`src/design/csvt_pkg.sv`:
```
// Shared types, codes and constants of the CSV record tokenizer.
`default_nettype none

package csvt_pkg;

   localparam int MAX_FIELDS = 16;

   localparam int BYTE_W      = 8;
   localparam int INDEX_W     = 4;
   localparam int COUNT_W     = 5;
   localparam int ERR_W       = 3;
   localparam int LINE_LEN_W  = 29;
   localparam int CSR_IDX_W   = 1;
   localparam int CSR_DATA_W  = 29;

   localparam logic [BYTE_W-1:0] CH_QUOTE = 8'h22;
   localparam logic [BYTE_W-1:0] CH_COMMA = 8'h2C;
   localparam logic [BYTE_W-1:0] CH_HASH  = 8'h23;
   localparam logic [BYTE_W-1:0] CH_CR    = 8'h0D;
   localparam logic [BYTE_W-1:0] CH_LF    = 8'h0A;

   localparam logic [ERR_W-1:0] ERR_NONE     = 3'd0;
   localparam logic [ERR_W-1:0] ERR_UNCLOSED = 3'd1;
   localparam logic [ERR_W-1:0] ERR_JUNK     = 3'd2;
   localparam logic [ERR_W-1:0] ERR_TOO_MANY = 3'd3;
   localparam logic [ERR_W-1:0] ERR_MISMATCH = 3'd4;
   localparam logic [ERR_W-1:0] ERR_TOO_LONG = 3'd5;

   localparam logic [CSR_IDX_W-1:0] CSR_EXPECTED_FIELDS = 1'd0;
   localparam logic [CSR_IDX_W-1:0] CSR_MAX_LINE_BYTES  = 1'd1;

   localparam logic [COUNT_W-1:0]    RESET_EXPECTED = 5'd10;
   localparam logic [LINE_LEN_W-1:0] RESET_MAX_LINE = 29'd536870910;

   typedef enum logic [2:0] {
      MODE_LINE_START  = 3'd0,
      MODE_SKIP        = 3'd1,
      MODE_FIELD_START = 3'd2,
      MODE_UNQUOTED    = 3'd3,
      MODE_QUOTED      = 3'd4,
      MODE_QUOTE_SEEN  = 3'd5
   } mode_type;

   typedef struct packed {
      logic [BYTE_W-1:0] data_byte;
      logic              end_of_input;
   } req_type;

   typedef struct packed {
      logic [BYTE_W-1:0]  out_byte;
      logic               byte_valid;
      logic [INDEX_W-1:0] field_index;
      logic               field_end;
      logic               record_end;
      logic [COUNT_W-1:0] field_count;
      logic [ERR_W-1:0]   error_code;
   } rsp_type;

endpackage

`default_nettype wire

```
`src/design/csvt_channels.sv`:
```
// Valid/ready channel interfaces for input words, result words and register writes.
`default_nettype none

interface csvt_req_if;
   logic              valid;
   logic              ready;
   csvt_pkg::req_type data;

   modport source (output valid, output data, input ready);
   modport sink (input valid, input data, output ready);
endinterface

interface csvt_rsp_if;
   logic              valid;
   logic              ready;
   csvt_pkg::rsp_type data;

   modport source (output valid, output data, input ready);
   modport sink (input valid, input data, output ready);
endinterface

interface csvt_csr_if;
   logic                               valid;
   logic                               ready;
   logic [csvt_pkg::CSR_IDX_W-1:0]     index;
   logic [csvt_pkg::CSR_DATA_W-1:0]    wdata;

   modport source (output valid, output index, output wdata, input ready);
   modport sink (input valid, input index, input wdata, output ready);
endinterface

`default_nettype wire

```
`src/design/csv_record_tokenizer_unit.sv`:
```
// CSV record tokenizer: splits a byte stream into fields and records.
// Pipeline: input register, then result register; an accepted input word yields a result
//    word that is offered from the result register.
// Throughput: 1 word per cycle when the result channel is not stalled; the per-byte
//    parse mode and counter update is combinational between the two registers.
// Reset: synchronous, active high; clears parse state, error halt and pipeline
//    valids, and loads expected_fields = 10, max_line_bytes = 536870910.
`default_nettype none

module csv_record_tokenizer_unit (
   input  wire          clock,
   input  wire          reset,
   csvt_req_if.sink     req_chan,
   csvt_rsp_if.source   rsp_chan,
   csvt_csr_if.sink     csr_chan
);

   // handshake
   logic req_ready;
   logic req_fire;
   logic rsp_ready;
   logic advance;
   logic process;

   // input stage
   logic              in_valid_ff, in_valid_in;
   csvt_pkg::req_type in_ff;

   // result stage
   logic              rsp_valid_ff, rsp_valid_in;
   csvt_pkg::rsp_type rsp_ff, result;

   // configuration
   logic [csvt_pkg::COUNT_W-1:0]    expected_ff;
   logic [csvt_pkg::LINE_LEN_W-1:0] max_line_ff;

   // parse state
   csvt_pkg::mode_type              mode_ff, mode_in;
   logic [csvt_pkg::COUNT_W-1:0]    fields_ff, fields_in;
   logic [csvt_pkg::LINE_LEN_W-1:0] len_ff, len_in;
   logic                            crp_ff, crp_in;
   logic                            halt_ff, halt_in;

   // step decode
   logic [csvt_pkg::BYTE_W-1:0]  c;
   logic [csvt_pkg::COUNT_W-1:0] fs;
   logic [csvt_pkg::COUNT_W-1:0] rec_count;
   logic                         line_end;
   logic                         start_field;
   logic                         end_field;
   logic                         emit;
   logic                         rec_ok;
   logic                         rec_fend;

   assign rsp_ready = rsp_chan.ready;
   assign advance   = !rsp_valid_ff || rsp_ready;
   // hold off input words while reset is high
   assign req_ready = !reset && (!in_valid_ff || advance);
   assign req_fire  = req_chan.valid && req_ready;
   assign process   = in_valid_ff && advance;

   assign req_chan.ready = req_ready;
   assign rsp_chan.valid = rsp_valid_ff;
   assign rsp_chan.data  = rsp_ff;
   assign csr_chan.ready = !reset;

   assign in_valid_in  = req_ready ? req_chan.valid : in_valid_ff;
   assign rsp_valid_in = advance ? in_valid_ff : rsp_valid_ff;

   assign c  = in_ff.data_byte;
   // at line start the field counter restarts from zero
   assign fs = (mode_ff == csvt_pkg::MODE_LINE_START) ? '0 : fields_ff;

   always_comb begin
      result      = '0;
      mode_in     = mode_ff;
      fields_in   = fields_ff;
      len_in      = len_ff;
      crp_in      = crp_ff;
      halt_in     = halt_ff;
      line_end    = 1'b0;
      start_field = 1'b0;
      end_field   = 1'b0;
      emit        = 1'b0;
      rec_ok      = 1'b0;
      rec_fend    = 1'b0;
      rec_count   = '0;

      if (!halt_ff) begin
         if (in_ff.end_of_input) begin
            crp_in   = 1'b0;
            line_end = 1'b1;
         end else if (crp_ff && (c == csvt_pkg::CH_LF)) begin
            // drop the LF of a CRLF
            crp_in = 1'b0;
         end else if ((c == csvt_pkg::CH_CR) || (c == csvt_pkg::CH_LF)) begin
            crp_in   = (c == csvt_pkg::CH_CR);
            line_end = 1'b1;
         end else begin
            crp_in = 1'b0;
            if (len_ff >= max_line_ff) begin
               halt_in            = 1'b1;
               result.field_count = fields_ff;
               result.error_code  = csvt_pkg::ERR_TOO_LONG;
            end else begin
               len_in = len_ff + 1'b1;
               unique case (mode_ff)
                  csvt_pkg::MODE_LINE_START: begin
                     fields_in = '0;
                     if (c == csvt_pkg::CH_HASH) begin
                        mode_in = csvt_pkg::MODE_SKIP;
                     end else begin
                        start_field = 1'b1;
                     end
                  end
                  csvt_pkg::MODE_FIELD_START: begin
                     start_field = 1'b1;
                  end
                  csvt_pkg::MODE_UNQUOTED: begin
                     if (c == csvt_pkg::CH_COMMA) begin
                        end_field = 1'b1;
                     end else begin
                        emit = 1'b1;
                     end
                  end
                  csvt_pkg::MODE_QUOTED: begin
                     if (c == csvt_pkg::CH_QUOTE) begin
                        mode_in = csvt_pkg::MODE_QUOTE_SEEN;
                     end else begin
                        emit = 1'b1;
                     end
                  end
                  csvt_pkg::MODE_QUOTE_SEEN: begin
                     if (c == csvt_pkg::CH_QUOTE) begin
                        // doubled quote: literal quote, back inside the field
                        mode_in = csvt_pkg::MODE_QUOTED;
                        emit    = 1'b1;
                     end else if (c == csvt_pkg::CH_COMMA) begin
                        end_field = 1'b1;
                     end else begin
                        halt_in            = 1'b1;
                        result.field_count = fields_ff;
                        result.error_code  = csvt_pkg::ERR_JUNK;
                     end
                  end
                  csvt_pkg::MODE_SKIP: begin
                  end
                  default: begin
                  end
               endcase
            end
         end
      end

      if (start_field) begin
         if (fs >= csvt_pkg::COUNT_W'(csvt_pkg::MAX_FIELDS)) begin
            halt_in            = 1'b1;
            result.field_count = fs;
            result.error_code  = csvt_pkg::ERR_TOO_MANY;
         end else if (c == csvt_pkg::CH_QUOTE) begin
            mode_in = csvt_pkg::MODE_QUOTED;
         end else if (c == csvt_pkg::CH_COMMA) begin
            end_field = 1'b1;
         end else begin
            mode_in = csvt_pkg::MODE_UNQUOTED;
            emit    = 1'b1;
         end
      end

      if (emit) begin
         result.out_byte    = c;
         result.byte_valid  = 1'b1;
         result.field_index = fs[csvt_pkg::INDEX_W-1:0];
      end

      if (end_field) begin
         result.field_index = fs[csvt_pkg::INDEX_W-1:0];
         result.field_end   = 1'b1;
         fields_in          = fs + 1'b1;
         mode_in            = csvt_pkg::MODE_FIELD_START;
      end

      if (line_end) begin
         mode_in = csvt_pkg::MODE_LINE_START;
         len_in  = '0;
         unique case (mode_ff) inside
            csvt_pkg::MODE_QUOTED: begin
               halt_in            = 1'b1;
               result.field_count = fields_ff;
               result.error_code  = csvt_pkg::ERR_UNCLOSED;
            end
            csvt_pkg::MODE_FIELD_START: begin
               rec_ok    = 1'b1;
               rec_count = fields_ff;
            end
            csvt_pkg::MODE_UNQUOTED, csvt_pkg::MODE_QUOTE_SEEN: begin
               rec_ok    = 1'b1;
               rec_fend  = 1'b1;
               rec_count = fields_ff + 1'b1;
            end
            default: begin
               fields_in = '0;
            end
         endcase
         if (rec_ok) begin
            if ((expected_ff != '0) && (rec_count != expected_ff)) begin
               halt_in            = 1'b1;
               fields_in          = rec_count;
               result.field_count = rec_count;
               result.error_code  = csvt_pkg::ERR_MISMATCH;
            end else begin
               result.field_index = rec_fend ? fields_ff[csvt_pkg::INDEX_W-1:0] : '0;
               result.field_end   = rec_fend;
               result.record_end  = 1'b1;
               result.field_count = rec_count;
               fields_in          = '0;
            end
         end
      end
   end

   always_ff @(posedge clock) begin
      if (reset) begin
         in_valid_ff  <= 1'b0;
         rsp_valid_ff <= 1'b0;
         expected_ff  <= csvt_pkg::RESET_EXPECTED;
         max_line_ff  <= csvt_pkg::RESET_MAX_LINE;
         mode_ff      <= csvt_pkg::MODE_LINE_START;
         fields_ff    <= '0;
         len_ff       <= '0;
         crp_ff       <= 1'b0;
         halt_ff      <= 1'b0;
      end else begin
         in_valid_ff  <= in_valid_in;
         rsp_valid_ff <= rsp_valid_in;
         if (csr_chan.valid) begin
            unique case (csr_chan.index)
               csvt_pkg::CSR_EXPECTED_FIELDS: begin
                  expected_ff <= csr_chan.wdata[csvt_pkg::COUNT_W-1:0];
               end
               csvt_pkg::CSR_MAX_LINE_BYTES: begin
                  max_line_ff <= csr_chan.wdata[csvt_pkg::LINE_LEN_W-1:0];
               end
               default: begin
               end
            endcase
         end
         if (process) begin
            mode_ff   <= mode_in;
            fields_ff <= fields_in;
            len_ff    <= len_in;
            crp_ff    <= crp_in;
            halt_ff   <= halt_in;
         end
      end
   end

   // payload registers: load on handshake, no reset
   always_ff @(posedge clock) begin
      if (req_fire) begin
         in_ff <= req_chan.data;
      end
      if (process) begin
         rsp_ff <= result;
      end
   end

endmodule

`default_nettype wire

```
`src/flat_wrapper.sv`:
```
// flat-port wrapper written by rule: the top's interface ports become plain ports
module csv_record_tokenizer_unit_flat 
  (clock, reset, req_chan_valid, req_chan_data, req_chan_ready, rsp_chan_valid, rsp_chan_data, rsp_chan_ready, csr_chan_valid, csr_chan_index, csr_chan_wdata, csr_chan_ready);
  csvt_req_if req_chan_i ();
  csvt_rsp_if rsp_chan_i ();
  csvt_csr_if csr_chan_i ();
  input  wire clock;
  input  wire reset;
  input wire logic [$bits(req_chan_i.valid)-1:0] req_chan_valid;
  input wire logic [$bits(req_chan_i.data)-1:0] req_chan_data;
  output wire logic [$bits(req_chan_i.ready)-1:0] req_chan_ready;
  output wire logic [$bits(rsp_chan_i.valid)-1:0] rsp_chan_valid;
  output wire logic [$bits(rsp_chan_i.data)-1:0] rsp_chan_data;
  input wire logic [$bits(rsp_chan_i.ready)-1:0] rsp_chan_ready;
  input wire logic [$bits(csr_chan_i.valid)-1:0] csr_chan_valid;
  input wire logic [$bits(csr_chan_i.index)-1:0] csr_chan_index;
  input wire logic [$bits(csr_chan_i.wdata)-1:0] csr_chan_wdata;
  output wire logic [$bits(csr_chan_i.ready)-1:0] csr_chan_ready;
  assign req_chan_i.valid = req_chan_valid;
  assign req_chan_i.data = req_chan_data;
  assign req_chan_ready = req_chan_i.ready;
  assign rsp_chan_valid = rsp_chan_i.valid;
  assign rsp_chan_data = rsp_chan_i.data;
  assign rsp_chan_i.ready = rsp_chan_ready;
  assign csr_chan_i.valid = csr_chan_valid;
  assign csr_chan_i.index = csr_chan_index;
  assign csr_chan_i.wdata = csr_chan_wdata;
  assign csr_chan_ready = csr_chan_i.ready;
  csv_record_tokenizer_unit u_core (.clock(clock), .reset(reset), .req_chan(req_chan_i), .rsp_chan(rsp_chan_i), .csr_chan(csr_chan_i));
endmodule
```
`config.mk`:
```
export PLATFORM = sky130hd
export DESIGN_NAME = csv_record_tokenizer_unit_flat
export DESIGN_NICKNAME = d
export VERILOG_FILES = /design/src/design/csvt_pkg.sv /design/src/design/csvt_channels.sv /design/src/design/csv_record_tokenizer_unit.sv /design/src/flat_wrapper.sv
export SDC_FILE = /design/constraint.sdc
export NUM_CORES = 1
export LEC_CHECK = 0
export BUFFER_PORTS_ARGS = -buffer_cell sky130_fd_sc_hd__clkbuf_2
export CORE_ASPECT_RATIO = 0.5
export CORE_MARGIN = 2
export CORE_UTILIZATION = 59
export DETAILED_ROUTE_END_ITERATION = 6
export PLACE_DENSITY = 0.81
export SYNTH_ARGS = -nofsm -noshare
export SYNTH_HDL_FRONTEND = slang
export SYNTH_SLANG_ARGS = --single-unit
```
`constraint.sdc`:
```
create_clock -name clock -period 3.29 [get_ports clock]
set_clock_uncertainty 0.1 [all_clocks]
set_input_delay 0.4935 -clock clock [delete_from_list [all_inputs] [get_ports clock]]
set_output_delay 0.4935 -clock clock [all_outputs]
set_load 0.02 [all_outputs]
```
# After elaboration in Yosys (flattened, before gate mapping)
# Index checks and enable logic that the tools add are counted.
# W data, S select, Z words.
word_totals:
  output_inout_bits: 26
  wordCells: 169
  reg_bits: 107
  inputBits: 44
op_classes:
  n_eq_ne: 15
  add_sub_neg: 3
  n_reduce_logical: 21
  bitwise: 2
  magnitude_cmp: 2
  mux: 108
ops:
  columns: ["operator", "count"]
  rows:
  - ["$mux W29", 6]
  - ["$mux W8", 11]
  - ["$mux W5", 14]
  - ["$mux W1", 53]
  - ["$mux W3", 15]
  - ["$add A29 B1 Y29 const B", 1]
  - ["$ge A29 B29 Y1", 1]
  - ["$mux W14", 2]
  - ["$eq A8 B6 Y1 const B", 3]
  - ["$eq A8 B4 Y1 const B", 2]
  - ["$add A5 B1 Y5 const B", 2]
  - ["$pmux W5 S2", 1]
  - ["$pmux W3 S3", 1]
  - ["$reduce_and A2 Y1", 4]
  - ["$eq A3 B2 Y1 const B", 2]
  - ["$eq A3 B3 Y1 const B", 2]
  - ["$mux W6", 1]
  - ["$ne A2 B1 Y1 const B", 3]
  - ["$reduce_and A6 Y1", 1]
  - ["$ge A5 B5 Y1 const B", 1]
  - ["$logic_and A1 B1 Y1", 5]
  - ["$ne A5 B5 Y1", 1]
  - ["$reduce_bool A5 Y1", 1]
  - ["$mux W4", 1]
  - ["other kinds (10)", 17]

# Depth between registers and ports, before layout
# Gate-level depths: netlist of the first run.
logic_depth:
  depth_word: 17
  depth_mapped: 12
  ltp_nobuf: 9

# Worst setup path before layout of the first run
# OpenSTA, ideal clock, no wires.
synth_timing:
  kind: "register to register"
  from: "register u_core.len_ff[3] in the netlist's numbering"
  to: "register u_core.len_ff[23] in the netlist's numbering"
  path_buffers: 2
  path_stages_with_launch: 11
  arrival_ns: 2.768
  synth_period_minus_slack_ns: 2.938
  setup_slack_ns: 0.352
  path_cell_list: "dfxtp_1 > ha_1 > a21oi_1 > a21boi_1 > o311a_1 > o311a_1 > o41a_1 > buf_2 > buf_6 > or4_1 > a21oi_1"
synth_via:
  elab_chain_cells: 7
  word_cells_on_any_way: 10
  cone_classes: "1 x add/sub; 1 x order compare; 1 x eq/ne; 6 x mux; 1 x reduce/logical"
synth_lines:
  columns: ["item", "line", "rtl"]
  rows:
  - ["from (decl)", "csv_record_tokenizer_unit.sv:40", "logic [csvt_pkg::LINE_LEN_W-1:0] len_ff, len_in;"]
  - ["from (signal assigned)", "csv_record_tokenizer_unit.sv:251", "len_ff <= len_in;"]
  - ["$add A29 B1 Y29", "csv_record_tokenizer_unit.sv:106", "len_in = len_ff + 1'b1;"]
  - ["$mux W29", "csv_record_tokenizer_unit.sv:101", "if (len_ff >= max_line_ff) begin"]
  - ["$mux W29", "csv_record_tokenizer_unit.sv:96", "end else if ((c == csvt_pkg::CH_CR) || (c == csvt_pkg::CH_LF)) begin"]
  - ["$mux W29", "csv_record_tokenizer_unit.sv:93", "end else if (crp_ff && (c == csvt_pkg::CH_LF)) begin"]
  - ["$mux W29", "csv_record_tokenizer_unit.sv:90", "if (in_ff.end_of_input) begin"]
  - ["$mux W29", "csv_record_tokenizer_unit.sv:89", "if (!halt_ff) begin"]
  - ["$mux W29", "csv_record_tokenizer_unit.sv:183", "if (line_end) begin"]
# Parallel ways exist; a longest one is shown, timed or not. The select of a mux whose other input is x is not followed.
# A chain may end at the register's enable or synchronous reset.

# Worst setup path in the final report of the first run
# Same ends and word-level chain as after synthesis.

==> summary.md, run 1 <==
| Metric | Value |
|---|---|
| Outcome | `finished, final reports clean` |
| H-tree depth reported by CTS | `3` |
| Setup repair bufs after CTS | `0` |
| RSZ-0062 raised after global routing | `false` |
| Final hold viol count | `0` |
| Area after DPL | `6410 sq um` |
| DP HPWL | `10.1 mm` |
| GPL Wtd Cong | `0.916` |
| Worst Path Max Fanout | `55` |
| CTS Sinks | `107` |
| Largest net degree at the start of global routing | `56` |
| DRC | `0` |
| Vias/cell | `6.13` |
| Netlist cell types | `66` |
| Detailed Routing Iterations Pass 1 | `5` |
| DR WL/cell | `15.8 um` |
| Worst Path Required | `3470 ps` |
| Design area | `6740 sq um` |
| Final ANT Viol Nets | `0` |
| Tot Pwr | `2.89 mW` |
| Internal reg-to-reg setup slack | `200 ps` |
| Final setup fails | `0` |
| Synth Warn # | `0` |
| NumNets Final | `823` |
| Initial antenna violation count | `0` |
| Number of synthesized flops with an enable pin | `32` |
| Worst Hold Launch | `req_chan_data[1]` |
| Initial Util | `61.7%` |
| Worst skew pair latency | `350 ps` |
| Startpoint Class | `register` |
| Ys flop type | `dfxtp_1` |
| Pins Over Slew Limit | `0` |
| Mapped cell area | `5920 sq um` |
| Total GRT Usage | `26.0%` |
| Period utilisation layout | `94.0%` |
| Drt total wl | `14.0 mm` |
| Layout cells sized above 1 | `14.5%` |
| Area leader, netlist | `dfxtp_1` |
| Final core utilization | `70.2%` |
| Dpl ws | `231 ps` |
| First-pass GRT wire length | `22.9 mm` |
| Worst path max stage delay | `510 ps` |
| PostCTS Resize Cnt | `0` |
| CTS clk-pin slew, worst paths | `80 ps` |
| Syn avg cell area | `8.56 sq um` |
| Reg-to-Reg Start | `u_core.len_ff[3]` |
| CP max stage cell | `or4_1` |
| Via count | `5441` |
| Tmin final | `3090 ps` |
| Die ar. | `10900 sq um` |
| Lkg Pwr | `2.86 nW` |
| DRT iter0 DRCs | `531` |
| Max Fclk | `323 MHz` |
| Fin cells | `887` |
| Yosys reg bits | `107` |
| Hold EP | `u_core.c[0]` |
| Placed Cells | `871` |
| Worst Tran Pin Value | `907 ps` |
| CTS root buffer | `clkbuf_16` |
| Clock Tree Buf Depth | `2` |
| CORE AREA | `9600 sq um` |
| CP Capture Type | `register` |
| Die W | `146 um` |
| Congestion Overflow GR | `0` |
| Min Hold Slack | `218 ps` |
| Area grow syn2layout | `13.8%` |
| Sequential-to-total area share from yosys stat | `41.6%` |
| N_diodes | `0` |
| Slew HR | `39.4%` |
| Overall die height | `74.9 um` |
| CP Cell Sequence | `ha_1 -> a21oi_1 -> a21boi_1 -> o311a_1 -> o311a_1 -> o41a_1 -> buf_12 -> or4_1 -> a21oi_1` |
| RR Endpoint | `u_core.len_ff[23]` |
| Rows | `25` |
| Synth top area cells | `dfxtp_1 (25%), edfxtp_1 (16%), ha_1 (6.8%)` |
| WHS Path Cells | `1` |
| Worst Path Arrival | `3270 ps` |
| Async set-reset flop share out of synthesis | `0%` |
| Syn nets | `768` |
| Max Cap Viol | `0` |
| Setup_tns | `0 ps` |
| Critical path type | `register to register` |
| Clock buffer count from CTS | `9` |
| FF-to-FF path depth | `9` |
| Ports | `70` |
| Mapped Cells | `692` |
| PnR worst setup slack | `199 ps` |
| Commonest cells in the netlist | `nand3_1 (78), dfxtp_1 (75), nand2_1 (75), a21oi_1 (51), inv_1 (39)` |
| Most numerous cell in the Yosys netlist | `nand3_1` |
| TritonCTS clock tree | `done` |
| CTS Hold Bufs | `0` |
| Cell Pwr Density | `429 nW/um^2` |
| Fill cells | `771` |
| Vias in the first global route | `4978` |
| VDD IR max | `0.238 mV` |
| Top-area cell type share of the netlist area | `25.3%` |
| IO buf count | `69` |
| Worst hold path type | `input port to register` |
==> worst max-delay path by stage <==
stage	startpoint	end	slack (ps)	cells past startpoint
2_1_floorplan	u_core.len_ff[3]	u_core.len_ff[23]	350	10
3_3_place_gp	u_core.len_ff[3]	u_core.len_ff[17]	320	9
3_5_place_dp	u_core.len_ff[3]	u_core.len_ff[5]	230	9
4_1_cts	u_core.len_ff[3]	u_core.len_ff[23]	200	9
5_1_grt	u_core.len_ff[3]	u_core.len_ff[20]	10	9
6_report	u_core.len_ff[3]	u_core.len_ff[23]	200	9
==> power breakdown <==
group / switching [mW] / leakage, nW / internal (mW)
sequential: 0.0283 / 0.915 / 1.40
clock: 0.510 / 0.163 / 0.684
combinational: 0.166 / 1.78 / 0.0964
==> logic make-up (layout without fill, tap and decap cells) <==
logic type	after synthesis	in the layout	share of synthesized area [%]
and+or+nand+nor	294	294	25.7
adders and majority gates	32	32	6.76
xor gates and xnor gates	9	9	1.33
AOI/OAI and AO/OA	157	157	17.6
muxes	7	7	1.18
DFF	107	107	41.6
buffers and inverters	86	146	5.81
==> routing by layer <==
layer | share of wire [%] | global-route usage (%) | vias up | routed length, um
met5 | 0 | 0 | - | 0
met4 | 1.5 | 7.19 | 0 | 217
met3 | 5.5 | 5.52 | 24 | 769
met2 | 49 | 47.3 | 152 | 6880
met1 | 44 | 32.3 | 2589 | 6150
li1 | - | - | 2676 | -
==> sequential cells by signal, summed over array words and instances (netlist names) <==
signal and cells:
u_core.c 8, u_core.rsp_chan.valid 1, u_core.crp_ff 1, u_core.mode_ff 3
u_core.fields_ff 5, u_core.max_line_ff 29, u_core.rsp_chan.data 23, u_core.in_valid_ff 1
u_core.expected_ff 5, u_core.in_ff 1, u_core.len_ff 29, u_core.halt_ff 1
==> cell type report <==
| type | count | area [sq um] | share of cell area (%) |
|---|---|---|---|
| flip-flops and latches | 107 | 2460 | 36.5 |
| multi-input cells | 499 | 3120 | 46.3 |
| inverters | 42 | 158 | 2.34 |
| repair buffers | 88 | 500 | 7.43 |
| clock inverters | 7 | 106 | 1.58 |
| well taps | 135 | 169 | 2.51 |
| clock buffers | 9 | 225 | 3.34 |
==> placed cells by master (no fill, tap or decap), drive strengths merged, types with 11 or more instances in the layout <==
cell / synthesis / final
o31ai: 26 / 26
o21ai: 22 / 22
nand3: 78 / 78
nor3: 13 / 13
and2: 13 / 13
ha: 32 / 32
inv: 40 / 45
dfxtp: 75 / 75
a21oi: 51 / 51
nand4: 15 / 15
buf: 11 / 19
nor4: 11 / 11
clkbuf: 33 / 78
nand2: 76 / 76
or4: 24 / 24
edfxtp: 32 / 32
nor2: 31 / 31
==> critical path: cells and delay by family (launching register included) <==
family / cells / cell delay, ps
DFF: 1 / 360
adders and majority gates: 1 / 350
buffers and inverters: 1 / 200
AOI/OAI and AO/OA: 6 / 1500
and+or+nand+nor: 1 / 510
Power figures use the tool's default switching activity.
==> inputs of run 2 (changes only) <==
CORE_ASPECT_RATIO = unset   (was 0.5)
==> run 2 against run 1 <==
- clock power shrank 19%
- worst setup slack worse by 56 ps
- global-route usage grew 2.2 points
- sequential share of layout area grew 0.66 points
- cell area shrank 1.8%
- critical path depth unchanged
- power is 7.8% lower
- worst hold slack worse by 29 ps
- non-clock buffer count decreased by 5
- largest cell class unchanged
- highest routed layer unchanged
==> summary.md, run 2 (synthesis gave the netlist of run 1 again) <==
| Metric | Value |
|---|---|
| Clock buffer count from CTS | `9` |
| CTS root buffer | `clkbuf_8` |
| Max Cap Viol | `0` |
| Switching share of power | `24.3%` |
| Layout cells sized above 1 | `13.9%` |
| VDD IR max | `0.267 mV` |
| Outcome | `finished, final reports clean` |
| Worst Tran Pin Value | `909 ps` |
| CP Cell Sequence | `ha_1 -> a21oi_1 -> a21boi_1 -> o311a_1 -> o311a_1 -> o41a_1 -> buf_12 -> or4_1 -> a21oi_1` |
| Logic pwr share | `9.9%` |
| Sequential share of power | `53.9%` |
| H-tree depth reported by CTS | `3` |
| Final ANT Viol Nets | `0` |
| Setup repair bufs after CTS | `0` |
| Die ar. | `10900 sq um` |
| First-pass GRT wire length | `24.8 mm` |
| Rows | `36` |
| DRC | `0` |
| Overall die height | `104 um` |
| Worst Path Max Fanout | `55` |
| Final setup fails | `0` |
| Largest net degree at the start of global routing | `56` |
| Die W | `104 um` |
| Vias in the first global route | `4988` |
| Critical path type | `register to register` |
| Detailed Routing Iterations Pass 1 | `5` |
| Max Fclk | `318 MHz` |
| Final core utilization | `67.7%` |
| Met1 WL | `6.86 mm` |
| Worst hold path type | `input port to register` |
| RSZ-0062 raised after global routing | `true` |
| Cell Pwr Density | `402 nW/um^2` |
| Total GRT Usage | `28.1%` |
| Min Hold Slack | `189 ps` |
| Final hold viol count | `0` |
| IO buf count | `69` |
| CP max stage cell | `or4_1` |
| Net Sw Power | `647 uW` |
| CORE AREA | `9770 sq um` |
| Clock power share | `36.2%` |
| Initial Util | `60.6%` |
| CTS clk-pin slew, worst paths | `100 ps` |
| Top Layer Used | `met4` |
| GPL Wtd Cong | `0.922` |
| Worst path max stage delay | `520 ps` |
| Startpoint Class | `register` |
| DP HPWL | `10.9 mm` |
| Vias/cell | `6.29` |
| Drt total wl | `14.8 mm` |
| Area after DPL | `6370 sq um` |
| Leading cell type in the layout, fill and taps excluded | `nand3_1` |
| DR WL met3 | `1.30 mm` |
| CP Capture Type | `register` |
| Most frequent cells in the layout | `nand3_1 (78), nand2_1 (75), dfxtp_1 (75)` |
| Routed wl met2 | `6.35 mm` |
| Worst Path Required | `3500 ps` |
| Worst skew pair latency | `370 ps` |
| Initial antenna violation count | `0` |
| N_diodes | `0` |
| Area grow syn2layout | `11.7%` |
| DR WL/cell | `16.8 um` |
| Congestion Overflow GR | `0` |
| NumNets Final | `818` |
| Internal | `2.02 mW` |
| TritonCTS clock tree | `done` |
| Pins Over Slew Limit | `0` |
| DRT iter0 DRCs | `457` |
| Ports | `70` |
| Worst Path Arrival | `3360 ps` |
| Lkg Pwr | `2.80 nW` |
| Tot Pwr | `2.66 mW` |
| Via count | `5534` |
| Design area | `6620 sq um` |
| CTS Sinks | `107` |
| Slew HR | `39.3%` |
| Clock Tree Buf Depth | `2` |
| CTS Hold Bufs | `0` |
| Tmin final | `3150 ps` |
| Period utilisation layout | `95.7%` |
[run 2: cell types whose count changed in the layout (fill, tap and decap cells not counted), sizes merged]
cell    change
clkbuf      +4
buf         -5
inv         -4
[run 2: final cells by class]
cell class	instances	area, sq um
Inverter	42	158
Multi-Input combinational cell	499	3120
Fill cell	837	3160
Tap cell	133	166
Timing Repair Buffer	83	463
Clock inverter	3	66.3
Sequential cell	107	2460
Clock buffer	13	180
[run 2: power groups by stage]
stage	clock network, mW	logic, mW	registers, mW
after CTS	0.970	0.263	1.43
after global routing	1.02	0.295	1.44
after global placement	0	0.253	1.46
after floorplan	0	0.162	1.47
after detailed placement	0	0.262	1.46
final	0.965	0.264	1.43
[run 2: stage by stage]
step	setup TNS [ps]	setup slack, ps	instances
after floorplan	0	352	692
after global placement	0	321	864
after detailed placement	0	191	864
after CTS	0	162	880
after global routing	-0.430	-0.430	880
final	0	143	880
[run 2: critical path, delay by kind of cell, from the launching register on]
family,cells,cell delay [ps]
and+or+nand+nor,1,520
adders and majority gates,1,340
DFF,1,360
buffers and inverters,1,200
AOI/OAI and AO/OA,6,1540
[run 2: timing repair]
item	CTS	global route
hold endpoints to repair	0	0
resized for setup	0	1
endpoints found under the setup margin	0	3
[run 2: layer usage]
layer  vias to the layer above  GRT usage [%]
met5                         -              0
met4                         0           10.1
met3                        27           3.70
met2                       238           41.3
met1                      2607           42.5
li1                       2662              -
[run 2: worst paths after layout]
path	slack [ps]	from	to	cells after the start
setup / recovery	140	u_core.len_ff[3]	u_core.len_ff[25]	9
hold / removal	190	req_chan_data[5]	u_core.c[4]	1
setup reg to reg	140	u_core.len_ff[3]	u_core.len_ff[25]	9
hold reg to reg	370	u_core.max_line_ff[0]	u_core.max_line_ff[0]	2
